[config.mk]
export PLATFORM = sky130hd
export DESIGN_NAME = ctc_greedy_decoder
export DESIGN_NICKNAME = d
export VERILOG_FILES = /design/src/sv/ctcgd_pkg.sv /design/src/sv/ctcgd_front.sv /design/src/sv/ctcgd_queue.sv /design/src/sv/ctcgd_back.sv /design/src/sv/ctc_greedy_decoder.sv
export VERILOG_INCLUDE_DIRS = /design/src /design/src/sv
export SDC_FILE = /design/constraint.sdc
export NUM_CORES = 1
export LEC_CHECK = 0
export BUFFER_PORTS_ARGS = -buffer_cell sky130_fd_sc_hd__buf_2
export CAP_MARGIN = 20
export CELL_PAD_IN_SITES_DETAIL_PLACEMENT = 1
export CELL_PAD_IN_SITES_GLOBAL_PLACEMENT = 2
export CORE_AREA = 2 2 127 129
export CTS_CLUSTER_DIAMETER = 60
export DETAILED_ROUTE_END_ITERATION = 12
export DIE_AREA = 0 0 129 131
export PLACE_DENSITY_LB_ADDON = 0.2
export SYNTH_ARGS = -nofsm -noshare
export SYNTH_HDL_FRONTEND = slang
export SYNTH_SLANG_ARGS = --single-unit
[constraint.sdc]
create_clock -name clk_i -period 6 [get_ports clk_i]
set_input_delay 0.3 -clock clk_i [delete_from_list [all_inputs] [get_ports clk_i]]
set_output_delay 0.3 -clock clk_i [all_outputs]
set_load 0.1 [all_outputs]
[src/sv/ctc_greedy_decoder_macros.svh]
// ----------------------------------------------------------------------------
// CTC greedy decoder assertion macros
// Concurrent assertion helpers shared by the decoder RTL; empty in synthesis.
// ----------------------------------------------------------------------------
`ifndef CTC_GREEDY_DECODER_MACROS_SVH
`define CTC_GREEDY_DECODER_MACROS_SVH

`ifndef SYNTHESIS
// Property must hold at every rising clock edge outside reset.
`define CTCGD_ASSERT(lbl, clk, rstn, prop) \
  lbl: assert property (@(posedge clk) disable iff (!(rstn)) (prop)) \
    else $error("CTC decoder assertion failed");
// Condition must never be true at a rising clock edge outside reset.
`define CTCGD_NEVER(lbl, clk, rstn, cond) \
  lbl: assert property (@(posedge clk) disable iff (!(rstn)) !(cond)) \
    else $error("CTC decoder forbidden condition seen");
`else
`define CTCGD_ASSERT(lbl, clk, rstn, prop)
`define CTCGD_NEVER(lbl, clk, rstn, cond)
`endif

`endif

[src/sv/ctcgd_pkg.sv]
// ----------------------------------------------------------------------------
// CTC greedy decoder package
// Shared constants, register indexes and the types passed between stages.
// ----------------------------------------------------------------------------
package ctcgd_pkg;

  localparam int unsigned MaxClassesDflt = 128;
  localparam int unsigned MaxStepsDflt   = 32;

  localparam int unsigned ScoreW = 8;
  localparam int unsigned LabelW = 7;
  localparam int unsigned NclsW  = 8;
  localparam int unsigned NstpW  = 6;

  localparam logic [NclsW-1:0]  RstNumClasses = 8'd68;
  localparam logic [NstpW-1:0]  RstNumSteps   = 6'd24;
  localparam logic [LabelW-1:0] RstBlankIndex = 7'd67;

  localparam int unsigned QueueDepth = 2;

  typedef enum logic [1:0] {
    RegNumClasses = 2'd0,
    RegNumSteps   = 2'd1,
    RegBlankIndex = 2'd2
  } reg_idx_e;

  typedef struct packed {
    logic [NclsW-1:0]  class_cnt;
    logic [NstpW-1:0]  num_steps;
    logic [LabelW-1:0] blank_index;
  } cfg_t;

  // One finished timestep as handed from the front to the back.
  typedef struct packed {
    logic [LabelW-1:0] cls;
    logic              first;
    logic              fin;
  } step_rec_t;

endpackage

[src/sv/ctcgd_front.sv]
// ----------------------------------------------------------------------------
// CTC greedy decoder front
// Accepts scores, tracks the running arg-max and closes each timestep.
// ----------------------------------------------------------------------------
module ctcgd_front import ctcgd_pkg::*; #(
  parameter int unsigned MAX_CLASSES = MaxClassesDflt,
  parameter int unsigned MAX_STEPS   = MaxStepsDflt
) (
  input  logic              clk_i,
  input  logic              rst_ni,
  input  cfg_t              cfg_i,
  input  logic              in_valid_i,
  input  logic [ScoreW-1:0] score_i,
  input  logic              full_i,
  output logic              push_o,
  output step_rec_t         rec_o
);

  localparam int unsigned CntW = (MAX_CLASSES > 1) ? $clog2(MAX_CLASSES) : 1;
  localparam int unsigned StpW = (MAX_STEPS > 1) ? $clog2(MAX_STEPS) : 1;
  localparam logic [8:0]  MaxCls = 9'(MAX_CLASSES);
  localparam logic [8:0]  MaxStp = 9'(MAX_STEPS);

  logic [CntW-1:0]   cnt_q, cnt_d;
  logic [StpW-1:0]   step_q, step_d;
  logic [ScoreW-1:0] best_score_q, best_score_d;
  logic [LabelW-1:0] best_class_q, best_class_d;

  logic       accept, better, step_end, fin;
  logic [8:0] ncls, nstp, ncls_raw, nstp_raw;

  always_comb begin
    ncls_raw = 9'(cfg_i.class_cnt);
    nstp_raw = 9'(cfg_i.num_steps);
    if (ncls_raw == 9'd0) begin
      ncls = 9'd1;
    end else if (ncls_raw > MaxCls) begin
      ncls = MaxCls;
    end else begin
      ncls = ncls_raw;
    end
    if (nstp_raw == 9'd0) begin
      nstp = 9'd1;
    end else if (nstp_raw > MaxStp) begin
      nstp = MaxStp;
    end else begin
      nstp = nstp_raw;
    end
  end

  assign accept   = in_valid_i && !full_i;
  assign better   = (cnt_q == '0) || (score_i > best_score_q);
  assign step_end = !((9'(cnt_q) + 9'd1) < ncls);
  assign fin      = (9'(step_q) + 9'd1) >= nstp;

  always_comb begin
    best_score_d = better ? score_i : best_score_q;
    best_class_d = better ? LabelW'(cnt_q) : best_class_q;
    cnt_d        = step_end ? '0 : cnt_q + CntW'(1);
    step_d       = step_q;
    if (step_end) begin
      step_d = fin ? '0 : step_q + StpW'(1);
    end
  end

  always_ff @(posedge clk_i or negedge rst_ni) begin
    if (!rst_ni) begin
      cnt_q        <= '0;
      step_q       <= '0;
      best_score_q <= '0;
      best_class_q <= '0;
    end else if (accept) begin
      cnt_q        <= cnt_d;
      step_q       <= step_d;
      best_score_q <= best_score_d;
      best_class_q <= best_class_d;
    end
  end

  assign push_o      = accept && step_end;
  assign rec_o.cls   = best_class_d;
  assign rec_o.first = (step_q == '0);
  assign rec_o.fin   = fin;

endmodule

[src/sv/ctcgd_queue.sv]
// ----------------------------------------------------------------------------
// CTC greedy decoder step queue
// Short FIFO of finished timesteps between the front and the back.
// ----------------------------------------------------------------------------
`include "ctc_greedy_decoder_macros.svh"

module ctcgd_queue import ctcgd_pkg::*; (
  input  logic      clk_i,
  input  logic      rst_ni,
  input  logic      push_i,
  input  step_rec_t wdata_i,
  input  logic      pop_i,
  output step_rec_t rdata_o,
  output logic      full_o,
  output logic      empty_o
);

  localparam int unsigned PtrW = (QueueDepth > 1) ? $clog2(QueueDepth) : 1;
  localparam int unsigned CntW = $clog2(QueueDepth + 1);
  localparam logic [PtrW-1:0] LastPtr = PtrW'(QueueDepth - 1);

  step_rec_t       mem_q [QueueDepth];
  logic [PtrW-1:0] wptr_q, rptr_q;
  logic [CntW-1:0] count_q, count_d;

  assign full_o  = (count_q == CntW'(QueueDepth));
  assign empty_o = (count_q == '0);
  assign rdata_o = mem_q[rptr_q];

  always_comb begin
    count_d = count_q;
    if (push_i && !pop_i) begin
      count_d = count_q + CntW'(1);
    end else if (pop_i && !push_i) begin
      count_d = count_q - CntW'(1);
    end
  end

  always_ff @(posedge clk_i) begin
    if (push_i) begin
      mem_q[wptr_q] <= wdata_i;
    end
  end

  always_ff @(posedge clk_i or negedge rst_ni) begin
    if (!rst_ni) begin
      wptr_q  <= '0;
      rptr_q  <= '0;
      count_q <= '0;
    end else begin
      count_q <= count_d;
      if (push_i) begin
        wptr_q <= (wptr_q == LastPtr) ? '0 : wptr_q + PtrW'(1);
      end
      if (pop_i) begin
        rptr_q <= (rptr_q == LastPtr) ? '0 : rptr_q + PtrW'(1);
      end
    end
  end

  `CTCGD_NEVER(a_queue_overflow, clk_i, rst_ni, push_i && full_o && !pop_i)
  `CTCGD_NEVER(a_queue_underflow, clk_i, rst_ni, pop_i && empty_o)
  `CTCGD_ASSERT(a_queue_count, clk_i, rst_ni, count_q <= CntW'(QueueDepth))

endmodule

[src/sv/ctcgd_back.sv]
// ----------------------------------------------------------------------------
// CTC greedy decoder back
// Applies the collapse and blank rules and holds the result register.
// ----------------------------------------------------------------------------
`include "ctc_greedy_decoder_macros.svh"

module ctcgd_back import ctcgd_pkg::*; (
  input  logic              clk_i,
  input  logic              rst_ni,
  input  logic [LabelW-1:0] blank_i,
  input  step_rec_t         rec_i,
  input  logic              empty_i,
  output logic              pop_o,
  output logic              out_valid_o,
  input  logic              out_stall_i,
  output logic [LabelW-1:0] label_o,
  output logic              label_valid_o,
  output logic              last_o
);

  logic [LabelW-1:0] prev_q;
  logic              out_valid_q, out_valid_d;
  logic [LabelW-1:0] label_q;
  logic              label_valid_q, last_q;

  logic [LabelW-1:0] prev;
  logic              emit, has_result, out_free;

  assign prev       = rec_i.first ? blank_i : prev_q;
  assign emit       = (rec_i.cls != prev) && (rec_i.cls != blank_i);
  assign has_result = emit || rec_i.fin;
  assign out_free   = !out_valid_q || !out_stall_i;
  assign pop_o      = !empty_i && (!has_result || out_free);

  // A new result may replace one that leaves in the same cycle.
  always_comb begin
    out_valid_d = out_valid_q;
    if (out_valid_q && !out_stall_i) begin
      out_valid_d = 1'b0;
    end
    if (pop_o && has_result) begin
      out_valid_d = 1'b1;
    end
  end

  always_ff @(posedge clk_i or negedge rst_ni) begin
    if (!rst_ni) begin
      prev_q      <= RstBlankIndex;
      out_valid_q <= 1'b0;
    end else begin
      out_valid_q <= out_valid_d;
      if (pop_o) begin
        prev_q <= rec_i.cls;
      end
    end
  end

  always_ff @(posedge clk_i) begin
    if (pop_o && has_result) begin
      label_q       <= emit ? rec_i.cls : '0;
      label_valid_q <= emit;
      last_q        <= rec_i.fin;
    end
  end

  assign out_valid_o   = out_valid_q;
  assign label_o       = label_q;
  assign label_valid_o = label_valid_q;
  assign last_o        = last_q;

  `CTCGD_ASSERT(a_result_has_content, clk_i, rst_ni,
                out_valid_q |-> (label_valid_q || last_q))

endmodule

[src/sv/ctc_greedy_decoder.sv]
// ----------------------------------------------------------------------------
// CTC greedy decoder
// Streams class scores in, emits collapsed non-blank arg-max labels out.
// Input channel: one 8-bit score per transfer (in_valid_i / in_stall_o),
// one score per class makes a timestep and a set number of timesteps a
// sequence. Output channel: label_o, label_valid_o and last_o per transfer
// (out_valid_o / out_stall_i). A timestep yields a transfer when its arg-max
// class differs from the previous timestep's and is not the blank class;
// the last timestep of a sequence always yields one with last_o set.
// Throughput is one score per cycle while in_stall_o is low. The result of
// the score that closes a timestep passes through the step queue and then
// into the output register. A two-entry queue between front and back lets
// the front keep taking scores while a result waits; once the receiver has
// stalled long enough to fill the queue, in_stall_o rises.
// Registers sit on an APB-style port: the class count at 0x0, the step count
// at 0x4, the blank index at 0x8; pready is always high. Reset restores 68,
// 24 and 67, empties the queue and output register and starts a new sequence.
// ----------------------------------------------------------------------------
module ctc_greedy_decoder import ctcgd_pkg::*; #(
  parameter int unsigned MAX_CLASSES = MaxClassesDflt,
  parameter int unsigned MAX_STEPS   = MaxStepsDflt
) (
  input  logic              clk_i,
  input  logic              rst_ni,
  // Configuration port.
  input  logic              psel,
  input  logic              penable,
  input  logic              pwrite,
  input  logic [3:0]        paddr,
  input  logic [31:0]       pwdata,
  output logic [31:0]       prdata,
  output logic              pready,
  // Score input channel.
  input  logic              in_valid_i,
  output logic              in_stall_o,
  input  logic [ScoreW-1:0] score_i,
  // Label output channel.
  output logic              out_valid_o,
  input  logic              out_stall_i,
  output logic [LabelW-1:0] label_o,
  output logic              label_valid_o,
  output logic              last_o
);

  cfg_t      cfg_q;
  logic      wr_en;
  logic      push, pop, full, empty;
  step_rec_t push_rec, pop_rec;

  // Register file. Writes land in the access phase; unused addresses drop.
  assign pready = 1'b1;
  assign wr_en  = psel && penable && pwrite && pready;

  always_ff @(posedge clk_i or negedge rst_ni) begin
    if (!rst_ni) begin
      cfg_q.class_cnt   <= RstNumClasses;
      cfg_q.num_steps   <= RstNumSteps;
      cfg_q.blank_index <= RstBlankIndex;
    end else if (wr_en) begin
      unique case (paddr[3:2])
        RegNumClasses: cfg_q.class_cnt   <= pwdata[NclsW-1:0];
        RegNumSteps:   cfg_q.num_steps   <= pwdata[NstpW-1:0];
        RegBlankIndex: cfg_q.blank_index <= pwdata[LabelW-1:0];
        default: ;
      endcase
    end
  end

  always_comb begin
    unique case (paddr[3:2])
      RegNumClasses: prdata = 32'(cfg_q.class_cnt);
      RegNumSteps:   prdata = 32'(cfg_q.num_steps);
      RegBlankIndex: prdata = 32'(cfg_q.blank_index);
      default:       prdata = '0;
    endcase
  end

  // The front stalls only on a full queue, so its stall is a registered flag.
  assign in_stall_o = full;

  ctcgd_front #(
    .MAX_CLASSES (MAX_CLASSES),
    .MAX_STEPS   (MAX_STEPS)
  ) u_front (
    .clk_i      (clk_i),
    .rst_ni     (rst_ni),
    .cfg_i      (cfg_q),
    .in_valid_i (in_valid_i),
    .score_i    (score_i),
    .full_i     (full),
    .push_o     (push),
    .rec_o      (push_rec)
  );

  ctcgd_queue u_queue (
    .clk_i   (clk_i),
    .rst_ni  (rst_ni),
    .push_i  (push),
    .wdata_i (push_rec),
    .pop_i   (pop),
    .rdata_o (pop_rec),
    .full_o  (full),
    .empty_o (empty)
  );

  // The back applies the blank and repeat rules against the live blank index.
  ctcgd_back u_back (
    .clk_i         (clk_i),
    .rst_ni        (rst_ni),
    .blank_i       (cfg_q.blank_index),
    .rec_i         (pop_rec),
    .empty_i       (empty),
    .pop_o         (pop),
    .out_valid_o   (out_valid_o),
    .out_stall_i   (out_stall_i),
    .label_o       (label_o),
    .label_valid_o (label_valid_o),
    .last_o        (last_o)
  );

endmodule
==> results of run 1 <==
## layout make-up
cell class	count	area (µm²)
Inverter	22	82.6
Clock inverter	5	57.6
Multi-Input combinational cell	353	2560
Fill cell	1762	9820
Tap cell	216	270
Clock buffer	11	243
Sequential cell	87	2320
Timing Repair Buffer	46	235
## logic make-up (layout without fill, tap and decap cells)
family,count (synthesis),in the layout,share of synthesized area
AO/OA/AOI/OAI,77,77,0.102
XOR/XNOR,27,27,0.0457
adder cells (fa/ha/maj),26,26,0.0628
buffers and inverters,65,84,0.0730
flip-flops,87,87,0.449
multiplexers,46,46,0.107
other,2,25,0.00145
AND/OR/NAND/NOR,152,152,0.159
## power by group through the flow
| stage | clock network, mW | logic (mW) | registers, mW |
|---|---|---|---|
| 2_1_floorplan | 0 | 1.08 | 1.16 |
| 3_3_place_gp | 0 | 1.46 | 1.02 |
| 3_5_place_dp | 0 | 1.51 | 1.03 |
| 4_1_cts | 0.591 | 1.52 | 1.02 |
| 5_1_grt | 0.610 | 1.65 | 1.05 |
| 6_report | 0.572 | 1.49 | 1.02 |
## cell usage after synthesis, drive strengths merged, types with 10 or more instances
cell    number
mux2        31
nand3       18
buf         34
a21oi       15
inv         21
xnor2       23
dfrtp       50
edfxtp      27
mux2i       15
nor3        21
dfstp       10
nand2       49
nor2        22
or2         11
ha          26
o21ai       21
## worst max-delay path, stage by stage (launching register included)
cell,delay (ns)
sky130_fd_sc_hd__dfrtp_1,0.50
sky130_fd_sc_hd__ha_1,0.31
sky130_fd_sc_hd__nand3_1,0.13
sky130_fd_sc_hd__xnor2_1,0.29
sky130_fd_sc_hd__ha_1,0.30
sky130_fd_sc_hd__a21o_1,0.18
sky130_fd_sc_hd__a221o_1,0.32
sky130_fd_sc_hd__a21oi_1,0.21
sky130_fd_sc_hd__a21o_1,0.41
sky130_fd_sc_hd__inv_1,0.16
sky130_fd_sc_hd__ha_1,0.36
sky130_fd_sc_hd__nor2_1,0.15
sky130_fd_sc_hd__xor2_1,0.15
## flip-flops by register name, indices dropped and copies added, names as in the netlist, 2 cells and up
register	cells
u_front.best_class_q	7
u_front.step_q	5
u_queue.mem_q	18
u_front.best_score_q	8
u_back.label_o	7
u_back.prev_q	7
u_front.cnt_q	7
u_queue.count_q	2
cfg_q	21
## how the worst min path moves through the flow
| stage | startpoint | end | depth (start not counted) |
|---|---|---|---|
| after floorplan | rst_ni | cfg_q[12] | 0 |
| after global placement | u_queue.wptr_q | u_queue.wptr_q | 1 |
| after detailed placement | u_queue.wptr_q | u_queue.wptr_q | 1 |
| after CTS | pwdata[7] | cfg_q[20] | 2 |
| after global routing | pwdata[7] | cfg_q[20] | 2 |
| final | rst_ni | u_front.best_score_q[7] | 2 |
## routing by layer
layer	vias to the layer above	GRT usage
met5	-	0
met4	0	0.0684
met3	17	0.0281
met2	57	0.264
met1	1771	0.206
li1	1736	-
==> impl_results.rst, run 1 <==
.. list-table::
   :header-rows: 1

   * - Metric
     - Value
   * - Run status
     - finished, final reports clean
   * - Fraction of layout cells with a size suffix above 1
     - 0.265
   * - Area after detailed placement
     - 5480 µm²
   * - Switching power summed over all nets
     - 1.39 mW
   * - Start point of the critical path
     - u_front.cnt_q[0]
   * - Die X-Extent
     - 129 µm
   * - Data required time at the worst endpoint
     - 6.27 ns
   * - Final Skew
     - 0.00692 ns
   * - Number of vias in the routed layout
     - 3581
   * - Wire length on met3
     - 331 µm
   * - Wire length of the first global-routing pass
     - 20300 µm
   * - Top cell type's share of synthesized area
     - 0.242
   * - CTS tree
     - done
   * - Setup TNS Final
     - 0 ns
   * - Switching power as a share of total power
     - 0.452
   * - Mapped Cells
     - 482
   * - Finished Layout Cells
     - 740
   * - Clock network fraction of total power
     - 0.186
   * - Yosys warnings
     - 0
   * - Ant diodes
     - 0
   * - Cell type contributing the most total cell area after synthesis
     - sky130_fd_sc_hd__dfrtp_1
   * - Slew Viols, Final
     - 0
   * - Number of synthesized register bits
     - 87
   * - Layout Area Growth over Synthesis
     - 11.5%
   * - Number of core rows
     - 46
   * - Number of nets at the end of the flow
     - 596
   * - Count of TritonRoute iterations in the first routing pass
     - 4
   * - Most used flip-flop cell after synthesis
     - sky130_fd_sc_hd__dfrtp_1
   * - Total routed wirelength
     - 12600 µm
   * - Clock root buffer
     - sky130_fd_sc_hd__clkbuf_16
   * - Number of max-cap violations
     - 0
   * - Internal power component
     - 1.69 mW
   * - Unrepaired setup endpoints after global routing
     - no
   * - Post-CTS setup repair buffer count
     - 0
   * - Type of origin of the critical path
     - flip-flop
   * - Metal1 wirelength
     - 5960 µm
   * - Logic gate share of total power
     - 0.483
   * - Total track usage
     - 0.159
   * - Skew-Pair Late Insertion Delay
     - 0.35 ns
   * - Maximum clock frequency
     - 282 MHz
   * - Chip Height
     - 131 µm
   * - Power per cell area
     - 533 nW/µm²
   * - Max-Slew Margin vs Limit
     - 0.312
   * - DRC Markers
     - 0
   * - Number of hold buffers added after CTS
     - 0
   * - Routed Antenna Nets
     - 0
   * - Max Buffers Root-to-Sink
     - 2
   * - Distinct cell type count of the synthesized netlist
     - 58
   * - Initial antenna violation count
     - 0
   * - Largest net degree at the start of global routing
     - 61
   * - Syn Area/Cell
     - 10.7 µm²
   * - Num Clock Sinks
     - 87
   * - Area of the placeable core
     - 15600 µm²
   * - CTS H-tree depth
     - 3
   * - Placed Cells
     - 724
   * - Vias in the first global route
     - 3780
   * - Ratio of routed vias to standard cells
     - 4.84
   * - Sequential cell fraction of total power
     - 0.331
   * - Most common cell after layout, fill and taps aside
     - sky130_fd_sc_hd__dfrtp_1
   * - TritonCTS buffer count
     - 9
   * - Worst Hold Margin
     - 0.156 ns
   * - Number of cells on the worst reg-to-reg path
     - 12
   * - Worst Path Class, Setup
     - reg2reg
   * - Final Cell Area
     - 5780 µm²
   * - Wire length on met2
     - 6070 µm
   * - Top post-synthesis cells by area
     - sky130_fd_sc_hd__dfrtp_1, sky130_fd_sc_hd__edfxtp_1, sky130_fd_sc_hd__mux2_2, sky130_fd_sc_hd__ha_1, sky130_fd_sc_hd__dfstp_2
   * - Final core utilization
     - 0.370
   * - Async set or reset register ratio after synthesis
     - 0.690
   * - Pleak
     - 2.48 nW
   * - Routed length per placed instance
     - 17.1 µm
   * - Highest-count cells in the layout ignoring fill and taps
     - sky130_fd_sc_hd__dfrtp_1, sky130_fd_sc_hd__nand2_1, sky130_fd_sc_hd__buf_2
   * - Starting Density
     - 0.332
   * - Overall power consumption
     - 3.08 mW
   * - Maximum ir drop on the vdd rail
     - 0.178 mV
   * - Signal arrival time at the worst endpoint
     - 3.81 ns
   * - Resized Gates After CTS
     - 0
   * - Count of buffers from port buffering
     - 43
   * - Type of destination of the critical path
     - flip-flop
   * - Total gr overflow
     - 0
   * - Reg2reg end
     - u_queue.count_q[1]
   * - First DRT Iteration DRCs
     - 193
   * - Register area share after synthesis
     - 0.449
   * - Top-Level Pins
     - 95
   * - Number of setup violations in the final report
     - 0
   * - Flop2flop setup slack
     - 2.46 ns
   * - Setup slack at placement
     - 2.50 ns
   * - Start of the worst register-to-register path
     - u_front.cnt_q[0]
   * - Path class of the lowest-slack min-delay path
     - in2async
   * - Worst Setup EP
     - u_queue.count_q[1]
   * - Final Critical Period
     - 3.54 ns
   * - Largest fanout on the critical path
     - 11
   * - Final worst setup slack
     - 2.46 ns
   * - Detail Placement HPWL
     - 9100 µm
   * - Routability congestion estimate
     - 0.759
   * - Transition time at the pin with the least slew margin
     - 1.03 ns
   * - Count of flip-flops with a built-in enable after synthesis
     - 27
   * - Cell area after technology mapping
     - 5180 µm²
   * - Final worst-path cycle share
     - 0.590
   * - Die area
     - 16900 µm²
   * - Final hold viol count
     - 0
   * - Clock transition at the registers of the reported paths
     - 0.07 ns
   * - Top routing layer in use
     - met4
Power figures use the tool's default switching activity.
==> inputs of run 2 (changes only) <==
- clock period: 6 -> 3.6 ns (I/O delays scaled with it)
==> run 2 against run 1 <==
  * Critical endpoint unchanged
  * Core utilization increased by 0.70 points
  * Sequential power increased by 63%
  * Register-to-register slack got worse by 2.1 ns
  * Clock skew increased by 0.0014 ns
  * Maximum frequency increased by 8.3%
  * First-iteration DRC count decreased by 5.2%
  * Clock-buffer cell count decreased by 1
  * Via count increased by 0.61%
  * Worst setup slack got worse by 2.1 ns
  * Hold slack got worse by 0.098 ns
  * Sequential share of layout area decreased by 0.74 points
==> impl_results.rst, run 2 (synthesized netlist as in run 1, its figures left out) <==
.. list-table::
   :header-rows: 1

   * - Metric
     - Value
   * - Maximum clock frequency
     - 306 MHz
   * - Initial antenna violation count
     - 0
   * - Transition time at the pin with the least slew margin
     - 1.03 ns
   * - Routed length per placed instance
     - 16.9 µm
   * - Wire length of the first global-routing pass
     - 20400 µm
   * - Detail Placement HPWL
     - 9380 µm
   * - Count of TritonRoute iterations in the first routing pass
     - 4
   * - CTS H-tree depth
     - 3
   * - Largest net degree at the start of global routing
     - 43
   * - Most common cell after layout, fill and taps aside
     - sky130_fd_sc_hd__dfrtp_1
   * - Signal arrival time at the worst endpoint
     - 3.54 ns
   * - Highest-count cells in the layout ignoring fill and taps
     - sky130_fd_sc_hd__dfrtp_1, sky130_fd_sc_hd__nand2_1, sky130_fd_sc_hd__buf_2
   * - First DRT Iteration DRCs
     - 183
   * - Register with the highest flop count
     - cfg_q
   * - Final hold viol count
     - 0
   * - Skew-Pair Late Insertion Delay
     - 0.35 ns
   * - Pleak
     - 2.55 nW
   * - Total track usage
     - 0.159
   * - Slew Viols, Final
     - 0
   * - Data required time at the worst endpoint
     - 3.87 ns
   * - DRC Markers
     - 0
   * - Max-Slew Margin vs Limit
     - 0.314
   * - Unrepaired setup endpoints after global routing
     - no
   * - Worst Path Class, Setup
     - reg2reg
   * - Power per cell area
     - 883 nW/µm²
   * - Registers with the highest flip-flop counts
     - cfg_q x21, u_queue.mem_q x18, u_front.best_score_q x8
   * - Type of origin of the critical path
     - flip-flop
   * - Post-CTS setup repair buffer count
     - 0
   * - Number of fill cells in the layout
     - 1771
   * - Number of nets at the end of the flow
     - 610
   * - Final worst-path cycle share
     - 0.909
   * - Number of core rows
     - 46
   * - Finished Layout Cells
     - 754
   * - Num Clock Sinks
     - 87
   * - Final core utilization
     - 0.377
   * - Setup TNS Final
     - 0 ns
   * - Run status
     - finished, final reports clean
   * - Overall power consumption
     - 5.19 mW
   * - Final Critical Period
     - 3.27 ns
   * - Number of max-cap violations
     - 0
   * - Path class of the lowest-slack min-delay path
     - in2reg
   * - Chip Height
     - 131 µm
   * - Vias in the first global route
     - 3757
   * - Number of vias in the routed layout
     - 3603
   * - Total gr overflow
     - 0
   * - Max Buffers Root-to-Sink
     - 2
   * - Routed Antenna Nets
     - 0
   * - Resized Gates After CTS
     - 0
   * - Maximum ir drop on the vdd rail
     - 0.514 mV
   * - Placed Cells
     - 736
   * - Ratio of routed vias to standard cells
     - 4.78
   * - Clock transition at the registers of the reported paths
     - 0.06 ns
   * - Die area
     - 16900 µm²
   * - Die X-Extent
     - 129 µm
   * - Area of the placeable core
     - 15600 µm²
   * - Clock root buffer
     - sky130_fd_sc_hd__clkbuf_16
   * - Max reg flops
     - 21
   * - Type of destination of the critical path
     - flip-flop
   * - Top-Level Pins
     - 95
   * - Number of setup violations in the final report
     - 0
   * - Starting Density
     - 0.332
   * - Final Skew
     - 0.00828 ns
   * - CTS tree
     - done
   * - Routability congestion estimate
     - 0.748
   * - Fraction of layout cells with a size suffix above 1
     - 0.283
   * - Largest fanout on the critical path
     - 11
   * - Ant diodes
     - 0
   * - Count of buffers from port buffering
     - 43
   * - Layout Area Growth over Synthesis
     - 13.6%
   * - TritonCTS buffer count
     - 9
   * - Total routed wirelength
     - 12800 µm
[run 2: cell types whose count changed in the layout (fill, tap and decap cells not counted)]
cell / delta
sky130_fd_sc_hd__buf_4: +12
sky130_fd_sc_hd__clkinv_2: +2
sky130_fd_sc_hd__buf_12: +1
sky130_fd_sc_hd__clkbuf_8: -1
sky130_fd_sc_hd__clkinv_4: -1
sky130_fd_sc_hd__clkinvlp_4: -1
sky130_fd_sc_hd__dlygate4sd3_1: +1
sky130_fd_sc_hd__inv_6: +1
[run 2: metrics by stage]
| stage | setup slack, ns | instance area [µm²] | hold slack (ns) |
|---|---|---|---|
| 6_report | 0.329 | 5880 | 0.0581 |
| 3_3_place_gp | 0.365 | 5560 | 0.414 |
| 4_1_cts | 0.273 | 5850 | 0.0466 |
| 3_5_place_dp | 0.310 | 5570 | 0.419 |
| 2_1_floorplan | 0.571 | 5270 | -0.116 |
| 5_1_grt | 0.0498 | 5880 | 0.0514 |
[run 2: worst max-delay path, cell delays in order (launching register included)]
cell                      delay [ns]
sky130_fd_sc_hd__dfrtp_1        0.39
sky130_fd_sc_hd__and3_1         0.20
sky130_fd_sc_hd__and3_1         0.21
sky130_fd_sc_hd__and3_1         0.19
sky130_fd_sc_hd__ha_1           0.30
sky130_fd_sc_hd__and3_1         0.20
sky130_fd_sc_hd__a221o_1        0.30
sky130_fd_sc_hd__a21oi_1        0.19
sky130_fd_sc_hd__a21o_1         0.39
sky130_fd_sc_hd__inv_1          0.15
sky130_fd_sc_hd__ha_1           0.23
sky130_fd_sc_hd__xor2_1         0.14
sky130_fd_sc_hd__nor2_1         0.13
sky130_fd_sc_hd__xor2_1         0.16
[run 2: what timing repair did]
action | CTS | global route
hold buffers | 0 | 1
hold endpoints to repair | 0 | 5
endpoints found under the setup margin | 0 | 0
[run 2: final timing paths]
kind | slack, ns | startpoint | endpoint | depth (start not counted)
max in group asynchronous | 2.81 | rst_ni | cfg_q[20] | 3
worst min-delay path | 0.06 | pwdata[7] | cfg_q[20] | 2
min in group asynchronous | 0.24 | rst_ni | u_queue.count_q[0] | 2
worst min register to register | 0.49 | u_queue.wptr_q | u_queue.wptr_q | 1
worst max register to register | 0.33 | u_front.cnt_q[4] | u_queue.count_q[1] | 13
worst max-delay path | 0.33 | u_front.cnt_q[4] | u_queue.count_q[1] | 13
[run 2: final cells by class]
type	count	area (µm²)	area share
multi-input combinational	353	2560	0.435
clock inverter	6	60.1	0.0102
inverter	22	82.6	0.0140
tap	216	270	0.0459
sequential	87	2320	0.395
timing repair buffer	60	355	0.0604
clock buffer	10	229	0.0389
[run 2: per-layer routing]
layer / up-vias / GRT usage / routed length (µm)
met1: 1793 / 0.204 / 6000
met4: 0 / 0.0409 / 167
met3: 11 / 0.0375 / 338
met5: - / 0 / 0
met2: 51 / 0.272 / 6260
li1: 1748 / - / -
[run 2: power by group]
group | switching, mW | leakage [nW] | internal, mW
Sequential | 0.253 | 0.981 | 1.41
Combinational | 1.70 | 1.43 | 0.896
Clock | 0.400 | 0.140 | 0.536
Total | 2.35 | 2.55 | 2.84
==> inputs of run 3 (changes only) <==
- CTS_BUF_LIST: unset -> sky130_fd_sc_hd__clkbuf_16
==> run 3 against run 2 <==
  * Wire length barely moved
  * Maximum frequency fell by 0.27%
  * Highest routed layer unchanged
  * Cell count did not move
  * Largest power group unchanged
  * Combinational power barely moved
  * Sequential power barely moved
  * Critical endpoint unchanged
  * Total power barely moved
  * First-iteration DRC count fell by 1.6%
  * Global-route usage did not move
==> impl_results.rst, run 3 (synthesized netlist as in run 1, its figures left out) <==
.. list-table::
   :header-rows: 1

   * - Metric
     - Value
   * - Run status
     - finished, final reports clean
   * - Vias in the first global route
     - 3757
   * - Clock root buffer
     - sky130_fd_sc_hd__clkbuf_16
   * - Finished Layout Cells
     - 754
   * - Ant diodes
     - 0
   * - DRC Markers
     - 0
   * - Routed length per placed instance
     - 16.9 µm
   * - Path class of the lowest-slack min-delay path
     - in2reg
   * - Setup slack at placement
     - 0.310 ns
   * - Type of destination of the critical path
     - flip-flop
   * - Total routed wirelength
     - 12800 µm
   * - Unrepaired setup endpoints after global routing
     - no
   * - Placed Cells
     - 736
   * - Dominant cell type by count on the critical path
     - sky130_fd_sc_hd__and3_1
   * - Number of cells on the worst reg-to-reg path
     - 13
   * - CTS tree
     - done
   * - Final hold viol count
     - 0
   * - Highest-count cells in the layout ignoring fill and taps
     - sky130_fd_sc_hd__dfrtp_1, sky130_fd_sc_hd__nand2_1, sky130_fd_sc_hd__buf_2
   * - Number of setup violations in the final report
     - 0
   * - Critical-path cell list
     - and3_1 > and3_1 > and3_1 > ha_1 > and3_1 > a221o_1 > a21oi_1 > a21o_1 > inv_1 > ha_1 > xor2_1 > nor2_1 > xor2_1
   * - Max Buffers Root-to-Sink
     - 2
   * - Worst Hold Margin
     - 0.0578 ns
   * - First DRT Iteration DRCs
     - 180
   * - Maximum ir drop on the vdd rail
     - 0.514 mV
   * - Worst path depth
     - 13
   * - Top-Level Pins
     - 95
   * - Wire length of the first global-routing pass
     - 20400 µm
   * - Final core utilization
     - 0.377
   * - Routability congestion estimate
     - 0.748
   * - Area of the placeable core
     - 15600 µm²
   * - Critical path's slowest cell
     - sky130_fd_sc_hd__dfrtp_1
   * - Final worst setup slack
     - 0.320 ns
   * - Clock transition at the registers of the reported paths
     - 0.06 ns
   * - CP top delay family
     - simple AND/OR/NAND/NOR gates
   * - Largest net degree at the start of global routing
     - 43
   * - Final Cell Area
     - 5880 µm²
   * - Type of origin of the critical path
     - flip-flop
   * - TritonCTS buffer count
     - 9
   * - Critical Path Max Stage Delay
     - 0.39 ns
   * - Slew Viols, Final
     - 0
   * - Register with the highest flop count
     - cfg_q
   * - Detail Placement HPWL
     - 9380 µm
   * - Number of core rows
     - 46
   * - Pleak
     - 2.56 nW
   * - Count of TritonRoute iterations in the first routing pass
     - 4
   * - Most common cell after layout, fill and taps aside
     - sky130_fd_sc_hd__dfrtp_1
   * - Worst Path Class, Setup
     - reg2reg
   * - Total track usage
     - 0.159
   * - Count of buffers from port buffering
     - 43
   * - Die X-Extent
     - 129 µm
   * - Power per cell area
     - 882 nW/µm²
   * - Number of vias in the routed layout
     - 3603
   * - Sum of buffers and inverters on the critical path
     - 1
   * - Setup TNS Final
     - 0 ns
   * - Max-Slew Margin vs Limit
     - 0.314
   * - Largest fanout on the critical path
     - 11
   * - Starting Density
     - 0.332
   * - Final worst-path cycle share
     - 0.911
   * - Number of nets at the end of the flow
     - 610
   * - Registers with the highest flip-flop counts
     - cfg_q x21, u_queue.mem_q x18, u_front.best_score_q x8
   * - Total gr overflow
     - 0
   * - Fraction of layout cells with a size suffix above 1
     - 0.283
   * - Maximum clock frequency
     - 305 MHz
   * - Number of max-cap violations
     - 0
   * - Ratio of routed vias to standard cells
     - 4.78
   * - Area after detailed placement
     - 5570 µm²
   * - Routed Antenna Nets
     - 0
   * - Final Critical Period
     - 3.28 ns
   * - Data required time at the worst endpoint
     - 3.87 ns
   * - CTS H-tree depth
     - 3
   * - Chip Height
     - 131 µm
   * - Transition time at the pin with the least slew margin
     - 1.03 ns
   * - Max reg flops
     - 21
   * - Skew-Pair Late Insertion Delay
     - 0.35 ns
   * - Resized Gates After CTS
     - 0
   * - Num Clock Sinks
     - 87
   * - Die area
     - 16900 µm²
   * - Overall power consumption
     - 5.19 mW
   * - Layout Area Growth over Synthesis
     - 13.6%
   * - Number of cells on the worst hold path
     - 2
   * - Initial antenna violation count
     - 0
   * - Signal arrival time at the worst endpoint
     - 3.55 ns
   * - Final Skew
     - 0.00810 ns
-- run 3: cell count changes in the layout (fill, tap and decap cells not counted) --
cell,before,now
sky130_fd_sc_hd__inv_1,21,22
sky130_fd_sc_hd__clkbuf_1,1,0
-- run 3: worst paths after layout --
path	startpoint	endpoint	slack, ns
max	u_front.cnt_q[4]	u_queue.count_q[1]	0.32
min	pwdata[7]	cfg_q[20]	0.06
max reg2reg	u_front.cnt_q[4]	u_queue.count_q[1]	0.32
min reg2reg	u_queue.wptr_q	u_queue.wptr_q	0.49
max in group asynchronous	rst_ni	cfg_q[20]	2.81
min in group asynchronous	rst_ni	u_queue.count_q[0]	0.24
-- run 3: layer usage --
metal,global-route usage,vias up,part of all wire
met5,0,-,0
met4,0.0409,0,0.013
met3,0.0375,11,0.026
met2,0.272,51,0.49
met1,0.204,1793,0.47
li1,-,1748,-
-- run 3: repair_timing --
action	in CTS	in global routing
setup buffers	0	0
hold endpoints to repair	0	5
hold buffers	0	1
setup endpoints to repair	0	0
-- run 3: final cells by class --
cell class | instances | area (µm²)
multi-input cells | 353 | 2560
clock buffers | 9 | 225
inverters | 22 | 82.6
repair buffers | 60 | 355
clock inverters | 7 | 63.8
flip-flops and latches | 87 | 2320
fillers | 1771 | 9710
well taps | 216 | 270
-- run 3: power breakdown --
| part | internal, mW | switching [mW] | total [mW] |
|---|---|---|---|
| sequential | 1.41 | 0.253 | 1.66 |
| combinational | 0.896 | 1.70 | 2.60 |
| clock | 0.533 | 0.399 | 0.932 |
| total | 2.84 | 2.35 | 5.19 |
-- run 3: worst register-to-register path, delay by kind of cell (launching register included) --
family | cells | cell delay (ns)
AND/OR/NAND/NOR | 5 | 0.93
AO/OA/AOI/OAI | 3 | 0.88
adder cells (fa/ha/maj) | 2 | 0.54
flip-flops | 1 | 0.39
XOR/XNOR | 2 | 0.30
buffers and inverters | 1 | 0.16
